$ cat src/hw/rtl/raw_pcm_unpacker_assert.svh
// Assertion macros for the raw PCM unpacker RTL
`ifndef RAW_PCM_UNPACKER_ASSERT_SVH
`define RAW_PCM_UNPACKER_ASSERT_SVH

// same-cycle implication, checked out of reset
`define RPU_ASSERT_NOW(label, clk, rst_n, ante, cons) \
	label: assert property (@(posedge clk) disable iff (!rst_n) (ante) |-> (cons)) \
		else $error("rpu assertion failed");

// next-cycle implication, checked out of reset
`define RPU_ASSERT_NEXT(label, clk, rst_n, ante, cons) \
	label: assert property (@(posedge clk) disable iff (!rst_n) (ante) |=> (cons)) \
		else $error("rpu assertion failed");

`endif

$ cat src/hw/rtl/rpu_pkg.sv
// Package for the raw PCM unpacker: register indexes, widths and shared types
`default_nettype none

package rpu_pkg;

	localparam int unsigned CFG_IDX_W = 3;
	localparam int unsigned BYTE_W    = 8;
	localparam int unsigned SAMPLE_W  = 16;

	localparam logic [CFG_IDX_W-1:0] REG_SIXTEEN_BIT     = 3'd0;
	localparam logic [CFG_IDX_W-1:0] REG_SIGNED_SAMPLES  = 3'd1;
	localparam logic [CFG_IDX_W-1:0] REG_STEREO          = 3'd2;
	localparam logic [CFG_IDX_W-1:0] REG_BIG_ENDIAN      = 3'd3;
	localparam logic [CFG_IDX_W-1:0] REG_SKIP_FIRST_BYTE = 3'd4;

	typedef struct packed {
		logic sixteen_bit;
		logic signed_samples;
		logic stereo;
		logic big_endian;
		logic skip_first_byte;
	} cfg_t;

	// reload of the skip flag that comes with a skip_first_byte write
	typedef struct packed {
		logic load;
		logic value;
	} skip_wr_t;

	typedef struct packed {
		logic byte_phase;
		logic skip_pending;
	} asm_stat_t;

	typedef struct packed {
		logic signed [SAMPLE_W-1:0] sample;
		logic                       channel;
		logic                       last_sample;
	} result_t;

endpackage

`default_nettype wire

$ cat src/hw/rtl/rpu_if.sv
// Channel interfaces: byte stream in, sample stream out, register writes
`default_nettype none

interface rpu_byte_if;
	logic                          valid;
	logic                          ready;
	logic [rpu_pkg::BYTE_W-1:0]    raw_byte;
	logic                          end_of_stream;

	modport source (output valid, output raw_byte, output end_of_stream, input ready);
	modport sink (input valid, input raw_byte, input end_of_stream, output ready);
endinterface

interface rpu_sample_if;
	logic                              valid;
	logic                              ready;
	logic signed [rpu_pkg::SAMPLE_W-1:0] sample;
	logic                              channel;
	logic                              last_sample;

	modport source (output valid, output sample, output channel, output last_sample,
		input ready);
	modport sink (input valid, input sample, input channel, input last_sample,
		output ready);
endinterface

interface rpu_cfg_if;
	logic                            valid;
	logic                            ready;
	logic [rpu_pkg::CFG_IDX_W-1:0]   index;
	logic                            data;

	modport source (output valid, output index, output data, input ready);
	modport sink (input valid, input index, input data, output ready);
endinterface

`default_nettype wire

$ cat src/hw/rtl/rpu_assembler.sv
// Sample assembly state and per-byte decode for the raw PCM unpacker
`default_nettype none

module rpu_assembler (
	input  wire logic                       clk,
	input  wire logic                       arst_n,
	input  wire rpu_pkg::cfg_t              cfg,
	input  wire rpu_pkg::skip_wr_t          skip_wr,
	input  wire logic                       take,
	input  wire logic [rpu_pkg::BYTE_W-1:0] raw_byte,
	input  wire logic                       end_of_stream,
	output logic                            res_vld,
	output rpu_pkg::result_t                res,
	output rpu_pkg::asm_stat_t              stat
);

	logic [rpu_pkg::BYTE_W-1:0]   held_byte_q, held_byte_d;
	logic                         byte_phase_q, byte_phase_d;
	logic                         next_chan_q, next_chan_d;
	logic                         skip_pending_q, skip_pending_d;
	logic [rpu_pkg::SAMPLE_W-1:0] word;
	logic                         chan;
	logic                         close;

	always_comb begin
		held_byte_d    = held_byte_q;
		byte_phase_d   = byte_phase_q;
		next_chan_d    = next_chan_q;
		skip_pending_d = skip_pending_q;
		res_vld        = 1'b0;
		word           = {raw_byte, held_byte_q};
		chan           = 1'b0;
		close          = end_of_stream;

		if (skip_pending_q) begin
			skip_pending_d = 1'b0;
		end else if (!cfg.sixteen_bit) begin
			byte_phase_d = 1'b0;
			word         = {raw_byte, {rpu_pkg::BYTE_W{1'b0}}};
			res_vld      = 1'b1;
		end else if (!byte_phase_q) begin
			// a lone first byte at stream end is dropped
			held_byte_d  = raw_byte;
			byte_phase_d = 1'b1;
		end else begin
			word         = cfg.big_endian ? {held_byte_q, raw_byte} : {raw_byte, held_byte_q};
			byte_phase_d = 1'b0;
			res_vld      = 1'b1;
		end

		if (res_vld) begin
			if (!cfg.signed_samples)
				word[rpu_pkg::SAMPLE_W-1] = ~word[rpu_pkg::SAMPLE_W-1];
			chan        = cfg.stereo & next_chan_q;
			next_chan_d = cfg.stereo & ~chan;
		end

		if (close) begin
			held_byte_d    = '0;
			byte_phase_d   = 1'b0;
			next_chan_d    = 1'b0;
			skip_pending_d = cfg.skip_first_byte;
		end
	end

	always_ff @(posedge clk or negedge arst_n) begin
		if (!arst_n) begin
			held_byte_q    <= '0;
			byte_phase_q   <= 1'b0;
			next_chan_q    <= 1'b0;
			skip_pending_q <= 1'b0;
		end else begin
			if (take) begin
				held_byte_q  <= held_byte_d;
				byte_phase_q <= byte_phase_d;
				next_chan_q  <= next_chan_d;
			end
			if (skip_wr.load)
				skip_pending_q <= skip_wr.value;
			else if (take)
				skip_pending_q <= skip_pending_d;
		end
	end

	assign res.sample      = word;
	assign res.channel     = chan;
	assign res.last_sample = end_of_stream;

	assign stat.byte_phase   = byte_phase_q;
	assign stat.skip_pending = skip_pending_q;

endmodule

`default_nettype wire

$ cat src/hw/rtl/raw_pcm_unpacker.sv
// Raw PCM unpacker: one byte per cycle in, Q1.15 samples with channel tag out.
// Output: a sample is registered and appears on pcm in the cycle after the byte that completes it.
// Throughput: one byte per cycle; ready drops only while a sample waits unread.
// Reset: arst_n clears the registers to 16-bit signed little-endian mono, no skip,
// and empties the assembly state and the output register.
`default_nettype none

`include "raw_pcm_unpacker_assert.svh"

module raw_pcm_unpacker (
	input wire logic   clk,
	input wire logic   arst_n,
	rpu_byte_if.sink   stream,
	rpu_sample_if.source pcm,
	rpu_cfg_if.sink    cfg
);

	rpu_pkg::cfg_t      cfg_q;
	rpu_pkg::skip_wr_t  skip_wr;
	rpu_pkg::asm_stat_t stat;
	rpu_pkg::result_t   res;
	rpu_pkg::result_t   out_q;
	logic               res_vld;
	logic               out_vld_q;
	logic               in_take;
	logic               cfg_take;

	assign cfg.ready = 1'b1;
	assign cfg_take  = cfg.valid & cfg.ready;

	always_ff @(posedge clk or negedge arst_n) begin
		if (!arst_n) begin
			cfg_q.sixteen_bit     <= 1'b1;
			cfg_q.signed_samples  <= 1'b1;
			cfg_q.stereo          <= 1'b0;
			cfg_q.big_endian      <= 1'b0;
			cfg_q.skip_first_byte <= 1'b0;
		end else if (cfg_take) begin
			case (cfg.index)
				rpu_pkg::REG_SIXTEEN_BIT:     cfg_q.sixteen_bit     <= cfg.data;
				rpu_pkg::REG_SIGNED_SAMPLES:  cfg_q.signed_samples  <= cfg.data;
				rpu_pkg::REG_STEREO:          cfg_q.stereo          <= cfg.data;
				rpu_pkg::REG_BIG_ENDIAN:      cfg_q.big_endian      <= cfg.data;
				rpu_pkg::REG_SKIP_FIRST_BYTE: cfg_q.skip_first_byte <= cfg.data;
				default: ;
			endcase
		end
	end

	assign skip_wr.load  = cfg_take && (cfg.index == rpu_pkg::REG_SKIP_FIRST_BYTE);
	assign skip_wr.value = cfg.data;

	assign stream.ready = !out_vld_q || pcm.ready;
	assign in_take      = stream.valid & stream.ready;

	rpu_assembler u_asm (
		.clk           (clk),
		.arst_n        (arst_n),
		.cfg           (cfg_q),
		.skip_wr       (skip_wr),
		.take          (in_take),
		.raw_byte      (stream.raw_byte),
		.end_of_stream (stream.end_of_stream),
		.res_vld       (res_vld),
		.res           (res),
		.stat          (stat)
	);

	always_ff @(posedge clk or negedge arst_n) begin
		if (!arst_n) begin
			out_vld_q <= 1'b0;
		end else if (in_take) begin
			out_vld_q <= res_vld;
		end else if (pcm.ready) begin
			out_vld_q <= 1'b0;
		end
	end

	always_ff @(posedge clk) begin
		if (in_take && res_vld)
			out_q <= res;
	end

	assign pcm.valid       = out_vld_q;
	assign pcm.sample      = out_q.sample;
	assign pcm.channel     = out_q.channel;
	assign pcm.last_sample = out_q.last_sample;

	`RPU_ASSERT_NOW(a_mono_left, clk, arst_n, out_vld_q && !cfg_q.stereo, !out_q.channel)
	`RPU_ASSERT_NEXT(a_byte_sample_out, clk, arst_n,
		in_take && !cfg_q.sixteen_bit && !stat.skip_pending, out_vld_q)
	`RPU_ASSERT_NEXT(a_eos_resets_phase, clk, arst_n,
		in_take && stream.end_of_stream && !cfg_take, !stat.byte_phase)

endmodule

`default_nettype wire
$ cat src/flat_wrapper.sv
// flat-port wrapper written by rule: the top's interface ports become plain ports
module raw_pcm_unpacker_flat 
  (clk, arst_n, stream_valid, stream_raw_byte, stream_end_of_stream, stream_ready, pcm_valid, pcm_sample, pcm_channel, pcm_last_sample, pcm_ready, cfg_valid, cfg_index, cfg_data, cfg_ready);
  rpu_byte_if stream_i ();
  rpu_sample_if pcm_i ();
  rpu_cfg_if cfg_i ();
  input wire logic clk;
  input wire logic arst_n;
  input wire logic [$bits(stream_i.valid)-1:0] stream_valid;
  input wire logic [$bits(stream_i.raw_byte)-1:0] stream_raw_byte;
  input wire logic [$bits(stream_i.end_of_stream)-1:0] stream_end_of_stream;
  output wire logic [$bits(stream_i.ready)-1:0] stream_ready;
  output wire logic [$bits(pcm_i.valid)-1:0] pcm_valid;
  output wire logic [$bits(pcm_i.sample)-1:0] pcm_sample;
  output wire logic [$bits(pcm_i.channel)-1:0] pcm_channel;
  output wire logic [$bits(pcm_i.last_sample)-1:0] pcm_last_sample;
  input wire logic [$bits(pcm_i.ready)-1:0] pcm_ready;
  input wire logic [$bits(cfg_i.valid)-1:0] cfg_valid;
  input wire logic [$bits(cfg_i.index)-1:0] cfg_index;
  input wire logic [$bits(cfg_i.data)-1:0] cfg_data;
  output wire logic [$bits(cfg_i.ready)-1:0] cfg_ready;
  assign stream_i.valid = stream_valid;
  assign stream_i.raw_byte = stream_raw_byte;
  assign stream_i.end_of_stream = stream_end_of_stream;
  assign stream_ready = stream_i.ready;
  assign pcm_valid = pcm_i.valid;
  assign pcm_sample = pcm_i.sample;
  assign pcm_channel = pcm_i.channel;
  assign pcm_last_sample = pcm_i.last_sample;
  assign pcm_i.ready = pcm_ready;
  assign cfg_i.valid = cfg_valid;
  assign cfg_i.index = cfg_index;
  assign cfg_i.data = cfg_data;
  assign cfg_ready = cfg_i.ready;
  raw_pcm_unpacker u_core (.clk(clk), .arst_n(arst_n), .stream(stream_i), .pcm(pcm_i), .cfg(cfg_i));
endmodule
$ cat config.mk
export PLATFORM = sky130hd
export DESIGN_NAME = raw_pcm_unpacker_flat
export DESIGN_NICKNAME = d
export VERILOG_FILES = /design/src/hw/rtl/rpu_pkg.sv /design/src/hw/rtl/rpu_if.sv /design/src/hw/rtl/rpu_assembler.sv /design/src/hw/rtl/raw_pcm_unpacker.sv /design/src/flat_wrapper.sv
export VERILOG_INCLUDE_DIRS = /design/src /design/src/hw/rtl
export SDC_FILE = /design/constraint.sdc
export NUM_CORES = 1
export LEC_CHECK = 0
export BUFFER_PORTS_ARGS = -buffer_cell sky130_fd_sc_hd__buf_4
export CORE_MARGIN = 5
export CORE_UTILIZATION = 55
export CTS_BUF_LIST = sky130_fd_sc_hd__clkbuf_4
export DETAILED_ROUTE_END_ITERATION = 10
export GPL_ROUTABILITY_DRIVEN = 0
export HOLD_SLACK_MARGIN = 0.1
export PLACE_DENSITY_LB_ADDON = 0.25
export SLEW_MARGIN = 20
export SYNTH_ARGS = -nofsm -noshare
export SYNTH_HDL_FRONTEND = slang
export SYNTH_SLANG_ARGS = --single-unit
export TNS_END_PERCENT = 5
$ cat constraint.sdc
create_clock -name clk -period 3.9 [get_ports clk]
set_clock_uncertainty 0.2 [all_clocks]
set_input_delay 0.195 -clock clk [delete_from_list [all_inputs] [get_ports clk]]
set_output_delay 0.195 -clock clk [all_outputs]
set_load 0.03 [all_outputs]
==> results of run 1 <==
==> path summary, 6_finish.rpt <==
path / from / to / slack [ns] / cells past startpoint
max in group asynchronous: arst_n / u_core.u_asm.held_byte_q[1]$_DFFE_PN0P_ / 2.25 / 3
worst min register to register: u_core.cfg_q[0]$_DFFE_PN0P_ / u_core.cfg_q[0]$_DFFE_PN0P_ / 0.34 / 1
worst max-delay path: cfg_index[1] / u_core.cfg_q[4]$_DFFE_PN1P_ / 1.81 / 5
worst min-delay path: arst_n / u_core.cfg_q[4]$_DFFE_PN1P_ / 0.12 / 2
worst max register to register: u_core.pcm.valid$_DFFE_PN0P_ / u_core.u_asm.skip_pending_q$_DFFE_PN0P_ / 2.06 / 5
min in group clk: u_core.cfg_q[0]$_DFFE_PN0P_ / u_core.cfg_q[0]$_DFFE_PN0P_ / 0.34 / 1
==> power by group through the flow <==
| stage | clock, uW | sequential, uW | combinational, uW |
|---|---|---|---|
| global route | 354 | 536 | 346 |
| CTS | 335 | 525 | 320 |
| global placement | 0 | 528 | 291 |
| detailed placement | 0 | 534 | 296 |
| finish | 329 | 527 | 320 |
| floorplan | 0 | 577 | 149 |
==> area by class of cell <==
class	count	area (um^2)	share of cell area, %
sequential	35	968	43.7
timing repair buffer	59	495	22.3
inverter	3	11.3	0.508
multi-input combinational	69	598	27.0
clock inverter	2	60.1	2.71
tap	31	38.8	1.75
clock buffer	6	45.0	2.03
==> cells by family (layout without fill, tap and decap cells) <==
| group | after synthesis | after routing | synth area share (%) |
|---|---|---|---|
| flip-flops | 35 | 35 | 60.5 |
| AND/OR/NAND/NOR | 30 | 30 | 13.8 |
| multiplexers | 21 | 21 | 14.1 |
| AO/OA/AOI/OAI | 16 | 16 | 8.37 |
| buffers and inverters | 7 | 70 | 2.50 |
| other | 1 | 1 | 0.234 |
| XOR/XNOR | 1 | 1 | 0.547 |
==> state kept, by name, indices dropped and copies added, names as in the netlist <==
signal	flops
u_core.pcm.sample	16
u_core.u_asm.held_byte_q	8
u_core.cfg_q	5
u_core.pcm.channel	1
u_core.pcm.last_sample	1
u_core.pcm.valid	1
u_core.u_asm.byte_phase_q	1
u_core.u_asm.next_chan_q	1
u_core.u_asm.skip_pending_q	1
==> cells in the mapped netlist (all sizes together) <==
| cell type | count | area share, % |
|---|---|---|
| o21ai | 3 | 0.94 |
| a22o | 8 | 4.4 |
| conb | 1 | 0.23 |
| edfxtp | 18 | 34 |
| nand4 | 1 | 0.39 |
| nand3 | 1 | 0.31 |
| nand4b | 2 | 2.0 |
| o31ai | 1 | 0.47 |
| nand3b | 1 | 0.47 |
| nand4bb | 1 | 0.70 |
| a31oi | 1 | 0.39 |
| buf | 4 | 1.8 |
| mux2i | 9 | 5.6 |
| or3b | 1 | 0.55 |
| dfstp | 2 | 3.3 |
| a21o | 1 | 0.47 |
| and4 | 1 | 0.55 |
| o211ai | 1 | 0.78 |
| o2111ai | 1 | 0.94 |
| dfrtp | 15 | 23 |
| nor4bb | 2 | 1.3 |
| nor3 | 1 | 0.31 |
| nor2 | 11 | 2.6 |
| xnor2 | 1 | 0.55 |
| or4 | 1 | 0.70 |
| nor2b | 3 | 2.1 |
| nor4b | 1 | 0.55 |
| nand2b | 1 | 0.39 |
| inv | 3 | 0.70 |
| mux2 | 12 | 8.4 |
| nor3b | 1 | 0.47 |
| nor4 | 1 | 0.39 |
==> timing repair <==
item / in CTS / in global routing
endpoints found under the setup margin: 0 / 0
hold buffers: 21 / 0
endpoints found under the hold margin: 51 / 0
==> routing by layer <==
metal / share of wire [%] / vias to the layer above / track usage, %
li1: - / 545 / -
met5: 0 / - / 0
met3: 6.9 / 10 / 6.30
met2: 52 / 43 / 32.7
met4: 2.4 / 0 / 7.27
met1: 39 / 554 / 24.6
==> worst reg2reg max path: cells and delay by family (launching register included) <==
family,cells,cell delay [ns]
compound gates,1,0.17
buf+inv,2,0.75
flops,1,0.39
simple gates,2,0.29
==> stage by stage <==
stage               total power (uW)  std cells  hold slack (ns)  cell area (um^2)
floorplan                        726        111           -0.301              1600
global placement                 819        176           -0.125              1900
detailed placement               829        176           -0.125              1900
CTS                             1180        205            0.102              2220
global route                    1240        205            0.101              2220
finish                          1180        205            0.119              2220
==> impl_metrics.prom, run 1 <==
# TYPE chip_impl_metric gauge
chip_impl_info{name="run_status",value="finished clean"} 1
chip_impl_metric{name="vdd.ir_drop.worst",unit="uV"} 623
chip_impl_metric{name="synth.lib_cells_used.distinct",unit=""} 38
chip_impl_info{name="crit_path_frequent_cell",value="sky130_fd_sc_hd__dlygate4sd3_1"} 1
chip_impl_info{name="worstHoldPathType",value="primary input to async pin"} 1
chip_impl_metric{name="via_count",unit=""} 1152
chip_impl_metric{name="min_period",unit="ns"} 2.09
chip_impl_metric{name="comb_power_share",unit="%"} 27.2
chip_impl_metric{name="finalWorstSetupSlack",unit="ns"} 1.81
chip_impl_metric{name="grt_use_total",unit="%"} 19.9
chip_impl_metric{name="die_height",unit="um"} 63.9
chip_impl_metric{name="start_util",unit="%"} 57.5
chip_impl_metric{name="finish.net_count",unit=""} 191
chip_impl_metric{name="die_x",unit="um"} 63.9
chip_impl_metric{name="cp.arrival",unit="ns"} 2.17
chip_impl_metric{name="avgSynthCellArea",unit="um^2"} 14.4
chip_impl_metric{name="port_buffers",unit=""} 37
chip_impl_metric{name="cts_made_buffers",unit=""} 5
chip_impl_metric{name="detailedPlace.worstSlack",unit="ns"} 2.11
chip_impl_metric{name="post_synth_inst_count",unit=""} 111
chip_impl_metric{name="die_area",unit="mm^2"} 0.00409
chip_impl_metric{name="pin_count",unit=""} 39
chip_impl_metric{name="floorplan.rows",unit=""} 19
chip_impl_metric{name="grt_max_degree",unit=""} 19
chip_impl_metric{name="post-route-util",unit="%"} 79.7
chip_impl_metric{name="h-tree-depth",unit=""} 2
chip_impl_metric{name="pwr-share-seq",unit="%"} 44.8
chip_impl_metric{name="p_int",unit="uW"} 828
chip_impl_metric{name="starting_drc_count_in_detailed_routing",unit=""} 31
chip_impl_info{name="crit_chain",value="dlygate4sd3_1 -> buf_4 -> nor4b_1 -> dlygate4sd3_1 -> mux2_2"} 1
chip_impl_info{name="grt_setup_unrepaired",value="false"} 1
chip_impl_metric{name="ctsResizeCount",unit=""} 0
chip_impl_metric{name="antenna_cells",unit=""} 0
chip_impl_metric{name="yosys_register_bits",unit=""} 35
chip_impl_info{name="worstSetupEndpointType",value="register"} 1
chip_impl_metric{name="worstMarginPinSlew",unit="ns"} 0.722
chip_impl_info{name="cp_slowest_cell",value="sky130_fd_sc_hd__dlygate4sd3_1"} 1
chip_impl_metric{name="proportion_of_layout_cells_with_a_drive_suffix_above_1",unit="%"} 36.2
chip_impl_metric{name="power_switching",unit="uW"} 348
chip_impl_metric{name="timing.critical_path.buf_inv",unit=""} 3
chip_impl_info{name="critical_path.startpoint_type",value="primary input"} 1
chip_impl_metric{name="cell_leakage_power",unit="uW"} 0.00101
chip_impl_metric{name="first_pass_iters",unit=""} 4
chip_impl_metric{name="required",unit="ns"} 3.98
chip_impl_metric{name="worst_skew_pair_latency",unit="ns"} 0.34
chip_impl_metric{name="ys.warnings.count",unit=""} 0
chip_impl_metric{name="cts-root-to-sink-buffers",unit=""} 2
chip_impl_info{name="cts_tree",value="yes"} 1
chip_impl_info{name="critPathKind",value="primary input to register"} 1
chip_impl_metric{name="number_of_global_route_vias_before_repair",unit=""} 1244
chip_impl_metric{name="setup_tns",unit="ns"} 0
chip_impl_metric{name="power_per_cell_area",unit="mW/mm^2"} 530
chip_impl_metric{name="layout_fillers",unit=""} 164
chip_impl_metric{name="slowest_delay",unit="ns"} 0.61
chip_impl_metric{name="numClockSinks",unit=""} 35
chip_impl_metric{name="first_pass_grt_wire_length",unit="mm"} 6.25
chip_impl_info{name="timing.critical_path.max_delay_family",value="buffers and inverters"} 1
chip_impl_metric{name="via_per_inst",unit=""} 5.62
chip_impl_metric{name="initial_antenna_violation_count",unit=""} 0
chip_impl_metric{name="yosysSeqAreaShare",unit="%"} 60.5
chip_impl_metric{name="drv.max_cap_violation_count",unit=""} 0
chip_impl_metric{name="final-max-slew-violation-count",unit=""} 0
chip_impl_info{name="final_common_cell",value="sky130_fd_sc_hd__buf_4"} 1
chip_impl_metric{name="area_growth_syn_to_layout",unit="%"} 38.5
chip_impl_metric{name="final_antenna_net_count",unit=""} 0
chip_impl_metric{name="overflow",unit=""} 0
chip_impl_metric{name="max_freq",unit="MHz"} 479
chip_impl_metric{name="slew_headroom",unit="%"} 51.7
chip_impl_metric{name="drt_drc_violations_left",unit=""} 0
chip_impl_info{name="ctsRootBufferMaster",value="sky130_fd_sc_hd__clkbuf_4"} 1
chip_impl_metric{name="p_clk_share",unit="%"} 28.0
chip_impl_metric{name="clkSlewWorstSetupHoldPaths",unit="ns"} 0.11
chip_impl_metric{name="avgRoutedWirePerCell",unit="um"} 17.7
chip_impl_metric{name="syn_nets",unit=""} 129
chip_impl_metric{name="dp_hpwl",unit="mm"} 2.20
chip_impl_metric{name="postCtsSetupRepairBufs",unit=""} 0
chip_impl_metric{name="crit_fanout",unit=""} 5
chip_impl_metric{name="setup-violations-final",unit=""} 0
chip_impl_metric{name="synth.cell_area",unit="mm^2"} 0.00160
chip_impl_metric{name="core",unit="mm^2"} 0.00278
chip_impl_info{name="layout_common_cells",value="38 x sky130_fd_sc_hd__buf_4, 21 x sky130_fd_sc_hd__dlygate4sd3_1, 18 x sky130_fd_sc_hd__edfxtp_1"} 1
chip_impl_metric{name="timing.final.hold_violations",unit=""} 0
chip_impl_metric{name="min_period_over_period",unit="%"} 53.6
chip_impl_metric{name="wirelength",unit="mm"} 3.63
chip_impl_metric{name="swShare",unit="%"} 29.6
(Power assumes the default switching activity.)
==> inputs of run 2 (changes only) <==
==> constraint.sdc (replaced) <==
create_clock -name clk -period 2.1 [get_ports clk]
set_clock_uncertainty 0.2 [all_clocks]
set_input_delay 0.105 -clock clk [delete_from_list [all_inputs] [get_ports clk]]
set_output_delay 0.105 -clock clk [all_outputs]
set_load 0.03 [all_outputs]
==> run 2 against run 1 <==
Sequential power increased by 86%; setup slack got worse by 1.7 ns; non-clock buffer count increased by 4; total power increased by 68%; die area unchanged; cell count increased by 2.0%.
==> impl_metrics.prom, run 2 (same netlist as run 1, synthesis figures left out) <==
# TYPE chip_impl_metric gauge
chip_impl_metric{name="p_int",unit="uW"} 1320
chip_impl_metric{name="min_period",unit="ns"} 2.03
chip_impl_metric{name="power_switching",unit="uW"} 648
chip_impl_metric{name="worstMarginPinSlew",unit="ns"} 0.707
chip_impl_metric{name="h-tree-depth",unit=""} 2
chip_impl_info{name="cts_tree",value="yes"} 1
chip_impl_info{name="final_common_cell",value="sky130_fd_sc_hd__buf_4"} 1
chip_impl_info{name="cp_slowest_cell",value="sky130_fd_sc_hd__dlygate4sd3_1"} 1
chip_impl_metric{name="first_pass_iters",unit=""} 4
chip_impl_metric{name="largest_register_ff_count",unit=""} 16
chip_impl_metric{name="die_area",unit="mm^2"} 0.00409
chip_impl_metric{name="detailedPlace.worstSlack",unit="ns"} 0.296
chip_impl_metric{name="setup-violations-final",unit=""} 0
chip_impl_info{name="layout_common_cells",value="39 x sky130_fd_sc_hd__buf_4, 24 x sky130_fd_sc_hd__dlygate4sd3_1, 18 x sky130_fd_sc_hd__edfxtp_1"} 1
chip_impl_metric{name="power_per_cell_area",unit="mW/mm^2"} 889
chip_impl_metric{name="number_of_global_route_vias_before_repair",unit=""} 1261
chip_impl_metric{name="final_antenna_net_count",unit=""} 0
chip_impl_metric{name="timing.critical_path.buf_inv",unit=""} 3
chip_impl_metric{name="comb_power_share",unit="%"} 30.9
chip_impl_metric{name="worst_skew_pair_latency",unit="ns"} 0.34
chip_impl_metric{name="starting_drc_count_in_detailed_routing",unit=""} 36
chip_impl_info{name="maxUsedRoutingLayer",value="met4"} 1
chip_impl_info{name="worstHoldPathType",value="register to register"} 1
chip_impl_metric{name="cts_made_buffers",unit=""} 5
chip_impl_metric{name="avgRoutedWirePerCell",unit="um"} 17.4
chip_impl_metric{name="pwr-share-seq",unit="%"} 49.8
chip_impl_metric{name="initial_antenna_violation_count",unit=""} 0
chip_impl_metric{name="grt_max_degree",unit=""} 19
chip_impl_metric{name="via_per_inst",unit=""} 5.59
chip_impl_metric{name="finalWorstSetupSlack",unit="ns"} 0.0721
chip_impl_metric{name="cp.arrival",unit="ns"} 2.06
chip_impl_metric{name="floorplan.rows",unit=""} 19
chip_impl_metric{name="port_buffers",unit=""} 37
chip_impl_info{name="critical_path.startpoint_type",value="primary input"} 1
chip_impl_metric{name="first_pass_grt_wire_length",unit="mm"} 6.09
chip_impl_metric{name="ctsResizeCount",unit=""} 0
chip_impl_metric{name="start_util",unit="%"} 57.5
chip_impl_metric{name="core",unit="mm^2"} 0.00278
chip_impl_metric{name="slew_headroom",unit="%"} 52.7
chip_impl_info{name="grt_setup_unrepaired",value="false"} 1
chip_impl_metric{name="detail_route.wirelength.met1",unit="mm"} 1.49
chip_impl_metric{name="vdd.ir_drop.worst",unit="uV"} 885
chip_impl_metric{name="crit_fanout",unit=""} 5
chip_impl_metric{name="setup_tns",unit="ns"} 0
chip_impl_metric{name="area_growth_syn_to_layout",unit="%"} 38.5
chip_impl_info{name="worstSetupEndpointType",value="register"} 1
chip_impl_metric{name="final-max-slew-violation-count",unit=""} 0
chip_impl_metric{name="required",unit="ns"} 2.13
chip_impl_metric{name="die_height",unit="um"} 63.9
chip_impl_metric{name="swShare",unit="%"} 32.9
chip_impl_metric{name="pin_count",unit=""} 39
chip_impl_metric{name="post_layout_total_power",unit="uW"} 1970
chip_impl_metric{name="met2_length",unit="mm"} 1.97
chip_impl_metric{name="cts-root-to-sink-buffers",unit=""} 2
chip_impl_metric{name="timing.final.hold_violations",unit=""} 0
chip_impl_metric{name="antenna_cells",unit=""} 0
chip_impl_metric{name="numClockSinks",unit=""} 35
chip_impl_metric{name="min_period_over_period",unit="%"} 96.6
chip_impl_metric{name="slowest_delay",unit="ns"} 0.62
chip_impl_metric{name="postCtsSetupRepairBufs",unit=""} 0
chip_impl_info{name="timing.critical_path.max_delay_family",value="buffers and inverters"} 1
chip_impl_metric{name="grt_use_total",unit="%"} 19.5
chip_impl_info{name="run_status",value="finished clean"} 1
chip_impl_metric{name="proportion_of_layout_cells_with_a_drive_suffix_above_1",unit="%"} 36.0
chip_impl_metric{name="via_count",unit=""} 1169
chip_impl_metric{name="drt_drc_violations_left",unit=""} 0
chip_impl_info{name="crit_path_frequent_cell",value="sky130_fd_sc_hd__dlygate4sd3_1"} 1
chip_impl_metric{name="cell_leakage_power",unit="uW"} 0.00101
chip_impl_metric{name="overflow",unit=""} 0
chip_impl_metric{name="die_x",unit="um"} 63.9
chip_impl_metric{name="clkSlewWorstSetupHoldPaths",unit="ns"} 0.10
chip_impl_info{name="crit_chain",value="dlygate4sd3_1 -> buf_4 -> nor4bb_1 -> dlygate4sd3_1 -> mux2_2"} 1
chip_impl_metric{name="dp_hpwl",unit="mm"} 2.30
chip_impl_info{name="critPathKind",value="primary input to register"} 1
chip_impl_metric{name="p_clk_share",unit="%"} 19.3
chip_impl_metric{name="finish.net_count",unit=""} 195
chip_impl_metric{name="postCtsHoldBufs",unit=""} 24
chip_impl_metric{name="drv.max_cap_violation_count",unit=""} 0
chip_impl_metric{name="wirelength",unit="mm"} 3.65
chip_impl_info{name="ctsRootBufferMaster",value="sky130_fd_sc_hd__clkbuf_4"} 1
chip_impl_metric{name="max_freq",unit="MHz"} 493
chip_impl_metric{name="detailroute.wirelength.met3",unit="um"} 165
## run 2: power by group through the flow
stage / clock network [uW] / registers [uW] / logic, uW
floorplan: 0 / 1070 / 287
detailed placement: 0 / 991 / 566
global route: 413 / 997 / 658
CTS: 382 / 976 / 611
global placement: 0 / 981 / 548
finish: 381 / 981 / 608
## run 2: metal layers
| metal | GRT usage (%) | vias up |
|---|---|---|
| met5 | 0 | - |
| met4 | 5.97 | 0 |
| met3 | 7.36 | 2 |
| li1 | - | 556 |
| met2 | 34.5 | 34 |
| met1 | 21.6 | 577 |
## run 2: final timing paths
| kind | end | depth (start not counted) | slack (ns) | start |
|---|---|---|---|---|
| min reg2reg | u_core.u_asm.held_byte_q[3]$_DFFE_PN0P_ | 1 | 0.34 | u_core.u_asm.held_byte_q[3]$_DFFE_PN0P_ |
| max | u_core.cfg_q[2]$_DFFE_PN0P_ | 5 | 0.07 | cfg_index[0] |
| min in group asynchronous | u_core.cfg_q[4]$_DFFE_PN1P_ | 3 | 0.65 | arst_n |
| max in group asynchronous | u_core.u_asm.held_byte_q[5]$_DFFE_PN0P_ | 3 | 0.56 | arst_n |
| min | u_core.u_asm.held_byte_q[3]$_DFFE_PN0P_ | 1 | 0.34 | u_core.u_asm.held_byte_q[3]$_DFFE_PN0P_ |
| max reg2reg | u_core.pcm.sample[2]$_DFFE_PP_ | 3 | 0.27 | u_core.u_asm.skip_pending_q$_DFFE_PN0P_ |
## run 2: area by class of cell
cell class | instances | area (um^2)
clock buffer | 7 | 52.6
clock inverter | 1 | 5.00
fill | 179 | 566
inverter | 3 | 11.3
multi-input combinational | 69 | 607
sequential | 35 | 968
tap | 31 | 38.8
timing repair buffer | 63 | 533
## run 2: through the flow
stage / area, um^2 / utilization [%] / instances / hold slack, ns
4_1_cts: 2220 / 79.7 / 209 / 0.340
2_1_floorplan: 1620 / - / 111 / -0.391
3_5_place_dp: 1920 / 69.0 / 177 / -0.220
5_1_grt: 2220 / 79.7 / 209 / 0.357
6_report: 2220 / 79.7 / 209 / 0.341
3_3_place_gp: 1920 / 69.0 / 177 / -0.220
==> inputs of run 3 (changes only) <==
--- a/config.mk
+++ b/config.mk
@@ -6,14 +6,16 @@
 export SDC_FILE = /design/constraint.sdc
 export NUM_CORES = 1
 export LEC_CHECK = 0
+export ABC_AREA = 1
 export BUFFER_PORTS_ARGS = -buffer_cell sky130_fd_sc_hd__buf_4
+export CAP_MARGIN = 0
 export CORE_MARGIN = 5
 export CORE_UTILIZATION = 55
 export CTS_BUF_LIST = sky130_fd_sc_hd__clkbuf_4
 export DETAILED_ROUTE_END_ITERATION = 10
 export GPL_ROUTABILITY_DRIVEN = 0
 export HOLD_SLACK_MARGIN = 0.1
-export PLACE_DENSITY_LB_ADDON = 0.25
+export PLACE_DENSITY = 0.81
 export SLEW_MARGIN = 20
 export SYNTH_ARGS = -nofsm -noshare
 export SYNTH_HDL_FRONTEND = slang
==> run 3 against run 2 <==
Wire length rose by 3.7%; synthesized cell count up 61%; combinational power fell by 11%; non-clock buffer count rose by 1; sequential power decreased by 5.0%; cell count increased by 33%; sequential share of layout area fell by 1.1 points; largest cell class unchanged; sequential cell count is the same; worst hold slack worse by 0.034 ns; total power fell by 8.4%; largest power group unchanged.
==> impl_metrics.prom, run 3 <==
# TYPE chip_impl_metric gauge
chip_impl_metric{name="worst_skew_pair_latency",unit="ns"} 0.34
chip_impl_metric{name="numClockSinks",unit=""} 35
chip_impl_info{name="synth.cells.most_frequent",value="55 x sky130_fd_sc_hd__nand2_1, 18 x sky130_fd_sc_hd__edfxtp_1, 16 x sky130_fd_sc_hd__inv_1, 15 x sky130_fd_sc_hd__dfrtp_1, 13 x sky130_fd_sc_hd__o21ai_0"} 1
chip_impl_metric{name="synth.lib_cells_used.distinct",unit=""} 24
chip_impl_metric{name="floorplan.rows",unit=""} 20
chip_impl_metric{name="drt_drc_violations_left",unit=""} 0
chip_impl_metric{name="antenna_cells",unit=""} 0
chip_impl_metric{name="cell_area_after_placement",unit="mm^2"} 0.00197
chip_impl_info{name="layout_common_cells",value="55 x sky130_fd_sc_hd__nand2_1, 38 x sky130_fd_sc_hd__buf_4, 26 x sky130_fd_sc_hd__dlygate4sd3_1"} 1
chip_impl_metric{name="die_area",unit="mm^2"} 0.00426
chip_impl_info{name="yosys_most_used_dff",value="sky130_fd_sc_hd__edfxtp_1"} 1
chip_impl_metric{name="min_period_over_period",unit="%"} 84.4
chip_impl_metric{name="avgRoutedWirePerCell",unit="um"} 13.6
chip_impl_metric{name="avgSynthCellArea",unit="um^2"} 9.39
chip_impl_info{name="leading_cell_types_by_total_area_after_synthesis",value="sky130_fd_sc_hd__edfxtp_1 32%, sky130_fd_sc_hd__dfrtp_1 22%, sky130_fd_sc_hd__nand2_1 12%"} 1
chip_impl_metric{name="crit_fanout",unit=""} 3
chip_impl_metric{name="overflow",unit=""} 0
chip_impl_info{name="cts_tree",value="yes"} 1
chip_impl_info{name="final_common_cell",value="sky130_fd_sc_hd__nand2_1"} 1
chip_impl_info{name="synthMostInstantiatedCell",value="sky130_fd_sc_hd__nand2_1"} 1
chip_impl_metric{name="proportion_of_layout_cells_with_a_drive_suffix_above_1",unit="%"} 25.3
chip_impl_metric{name="syn_nets",unit=""} 197
chip_impl_metric{name="worst_r2r_path_depth",unit=""} 5
chip_impl_metric{name="cell_leakage_power",unit="uW"} 0.00107
chip_impl_metric{name="cts-root-to-sink-buffers",unit=""} 2
chip_impl_metric{name="ys_async_sr_fraction",unit="%"} 48.6
chip_impl_metric{name="die_x",unit="um"} 65.3
chip_impl_metric{name="yosysSeqAreaShare",unit="%"} 57.6
chip_impl_metric{name="via_count",unit=""} 1463
chip_impl_metric{name="postCtsSetupRepairBufs",unit=""} 0
chip_impl_metric{name="starting_drc_count_in_detailed_routing",unit=""} 57
chip_impl_metric{name="die_height",unit="um"} 65.3
chip_impl_info{name="ctsRootBufferMaster",value="sky130_fd_sc_hd__clkbuf_4"} 1
chip_impl_metric{name="pin_count",unit=""} 39
chip_impl_info{name="critical_path.startpoint_type",value="primary input"} 1
chip_impl_info{name="netlist.top_cell.by_area",value="sky130_fd_sc_hd__edfxtp_1"} 1
chip_impl_metric{name="final_design_area_no_fill",unit="mm^2"} 0.00227
chip_impl_metric{name="via_per_inst",unit=""} 5.26
chip_impl_metric{name="layout_fillers",unit=""} 217
chip_impl_metric{name="timing.final.hold_violations",unit=""} 0
chip_impl_metric{name="max_freq",unit="MHz"} 564
chip_impl_metric{name="largest_register_ff_count",unit=""} 16
chip_impl_info{name="critPathKind",value="primary input to register"} 1
chip_impl_metric{name="placedCellCount",unit=""} 245
chip_impl_metric{name="worstMarginPinSlew",unit="ns"} 0.704
chip_impl_metric{name="fraction_of_post_synthesis_cell_area_in_the_top_cell_type_by_area",unit="%"} 32.1
chip_impl_metric{name="dp_hpwl",unit="mm"} 2.53
chip_impl_metric{name="number_of_global_route_vias_before_repair",unit=""} 1419
chip_impl_metric{name="h-tree-depth",unit=""} 2
chip_impl_metric{name="initial_antenna_violation_count",unit=""} 0
chip_impl_metric{name="drv.max_cap_violation_count",unit=""} 0
chip_impl_metric{name="port_buffers",unit=""} 37
chip_impl_metric{name="setup-violations-final",unit=""} 0
chip_impl_metric{name="wirelength",unit="mm"} 3.78
chip_impl_metric{name="required",unit="ns"} 2.14
chip_impl_metric{name="holdPathStages",unit=""} 2
chip_impl_metric{name="finalNonFillerCells",unit=""} 278
chip_impl_metric{name="grt_use_total",unit="%"} 19.6
chip_impl_metric{name="post_synth_inst_count",unit=""} 179
chip_impl_metric{name="start_util",unit="%"} 56.0
chip_impl_info{name="worstHoldPathType",value="register to register"} 1
chip_impl_metric{name="grt_max_degree",unit=""} 19
chip_impl_metric{name="min_period",unit="ns"} 1.77
chip_impl_metric{name="ys.warnings.count",unit=""} 0
chip_impl_metric{name="setup_tns",unit="ns"} 0
chip_impl_metric{name="count_of_flip_flops_with_a_built_in_enable_after_synthesis",unit=""} 18
chip_impl_metric{name="final-max-slew-violation-count",unit=""} 0
chip_impl_metric{name="core",unit="mm^2"} 0.00300
chip_impl_info{name="grt_setup_unrepaired",value="false"} 1
chip_impl_metric{name="final_antenna_net_count",unit=""} 0
chip_impl_metric{name="area_growth_syn_to_layout",unit="%"} 35.3
chip_impl_metric{name="first_pass_grt_wire_length",unit="mm"} 6.40
chip_impl_metric{name="cts_made_buffers",unit=""} 5
chip_impl_info{name="worstSetupEndpointType",value="register"} 1
chip_impl_metric{name="finish.net_count",unit=""} 263
chip_impl_metric{name="slew_headroom",unit="%"} 52.9
chip_impl_metric{name="cp.arrival",unit="ns"} 1.81
chip_impl_metric{name="first_pass_iters",unit=""} 4
chip_impl_metric{name="power_per_cell_area",unit="mW/mm^2"} 793
chip_impl_metric{name="synth.cell_area",unit="mm^2"} 0.00168
chip_impl_metric{name="vdd.ir_drop.worst",unit="uV"} 404
chip_impl_info{name="run_status",value="finished clean"} 1
chip_impl_metric{name="clkSlewWorstSetupHoldPaths",unit="ns"} 0.10
chip_impl_metric{name="yosys_register_bits",unit=""} 35
==> run 3: kinds of logic (layout without fill, tap and decap cells) <==
group | Yosys count | count (layout) | share of synthesized area, %
compound gates | 26 | 26 | 8.85
buf+inv | 23 | 89 | 6.55
flops | 35 | 35 | 57.6
other cells | 1 | 1 | 0.223
simple gates | 94 | 94 | 26.8
==> run 3: repair_timing <==
action | 4_1_cts | 5_1_grt
gates resized for setup | 0 | 0
endpoints found under the hold margin | 51 | 1
hold buffers | 25 | 2
setup endpoints to repair | 0 | 1
==> run 3: final cells by class <==
class | instances | area, um^2 | share of cell area (%)
sequential | 35 | 968 | 42.6
clock inverter | 2 | 8.76 | 0.385
timing repair buffer | 64 | 546 | 24.0
multi-input combinational | 121 | 606 | 26.6
tap | 33 | 41.3 | 1.82
inverter | 18 | 67.6 | 2.97
clock buffer | 5 | 37.5 | 1.65
==> run 3: stage by stage <==
step | utilization [%] | setup WS, ns | power [uW] | hold slack, ns
after floorplan | - | 0.0456 | 1270 | -0.391
after global placement | 65.5 | 0.529 | 1420 | -0.221
after detailed placement | 65.5 | 0.461 | 1440 | -0.222
after CTS | 75.4 | 0.0430 | 1800 | 0.308
after global routing | 75.8 | 0.205 | 1910 | 0.336
final | 75.8 | 0.328 | 1800 | 0.306
==> run 3: where the power goes <==
group / leakage (uW) / internal [uW] / switching, uW
Sequential: 0.000392 / 856 / 75.7
Combinational: 0.000650 / 205 / 335
Clock: 0.0000285 / 118 / 215
==> run 3: worst paths after layout <==
kind                                                         start                                 endpoint  slack [ns]
setup / recovery                                      cfg_index[0]  u_core.u_asm.skip_pending_q$_DFFE_PN0P_        0.33
hold / removal             u_core.u_asm.held_byte_q[2]$_DFFE_PN0P_  u_core.u_asm.held_byte_q[2]$_DFFE_PN0P_        0.31
setup reg to reg             u_core.u_asm.byte_phase_q$_DFFE_PN0P_          u_core.pcm.sample[14]$_DFFE_PP_        0.43
hold reg to reg            u_core.u_asm.held_byte_q[2]$_DFFE_PN0P_  u_core.u_asm.held_byte_q[2]$_DFFE_PN0P_        0.31
max in group asynchronous                                   arst_n  u_core.u_asm.held_byte_q[6]$_DFFE_PN0P_        0.56
min in group asynchronous                                   arst_n              u_core.cfg_q[3]$_DFFE_PN1P_        0.67
==> run 3: metal layers <==
metal | global-route usage [%] | routed length (um) | part of all wire, %
met1 | 21.9 | 1530 | 41
met2 | 34.9 | 1990 | 53
met3 | 4.44 | 172 | 4.5
met4 | 9.84 | 82 | 2.2
met5 | 0 | 0 | 0
==> run 3: critical path: stages <==
cell	delay, ns
sky130_fd_sc_hd__buf_4	0.12
sky130_fd_sc_hd__nor2_1	0.11
sky130_fd_sc_hd__dlygate4sd3_1	0.60
sky130_fd_sc_hd__nand2_1	0.08
sky130_fd_sc_hd__dlygate4sd3_1	0.59
sky130_fd_sc_hd__nand2_1	0.07
sky130_fd_sc_hd__nand2_1	0.04
sky130_fd_sc_hd__nand2_1	0.05
sky130_fd_sc_hd__nand2_1	0.05
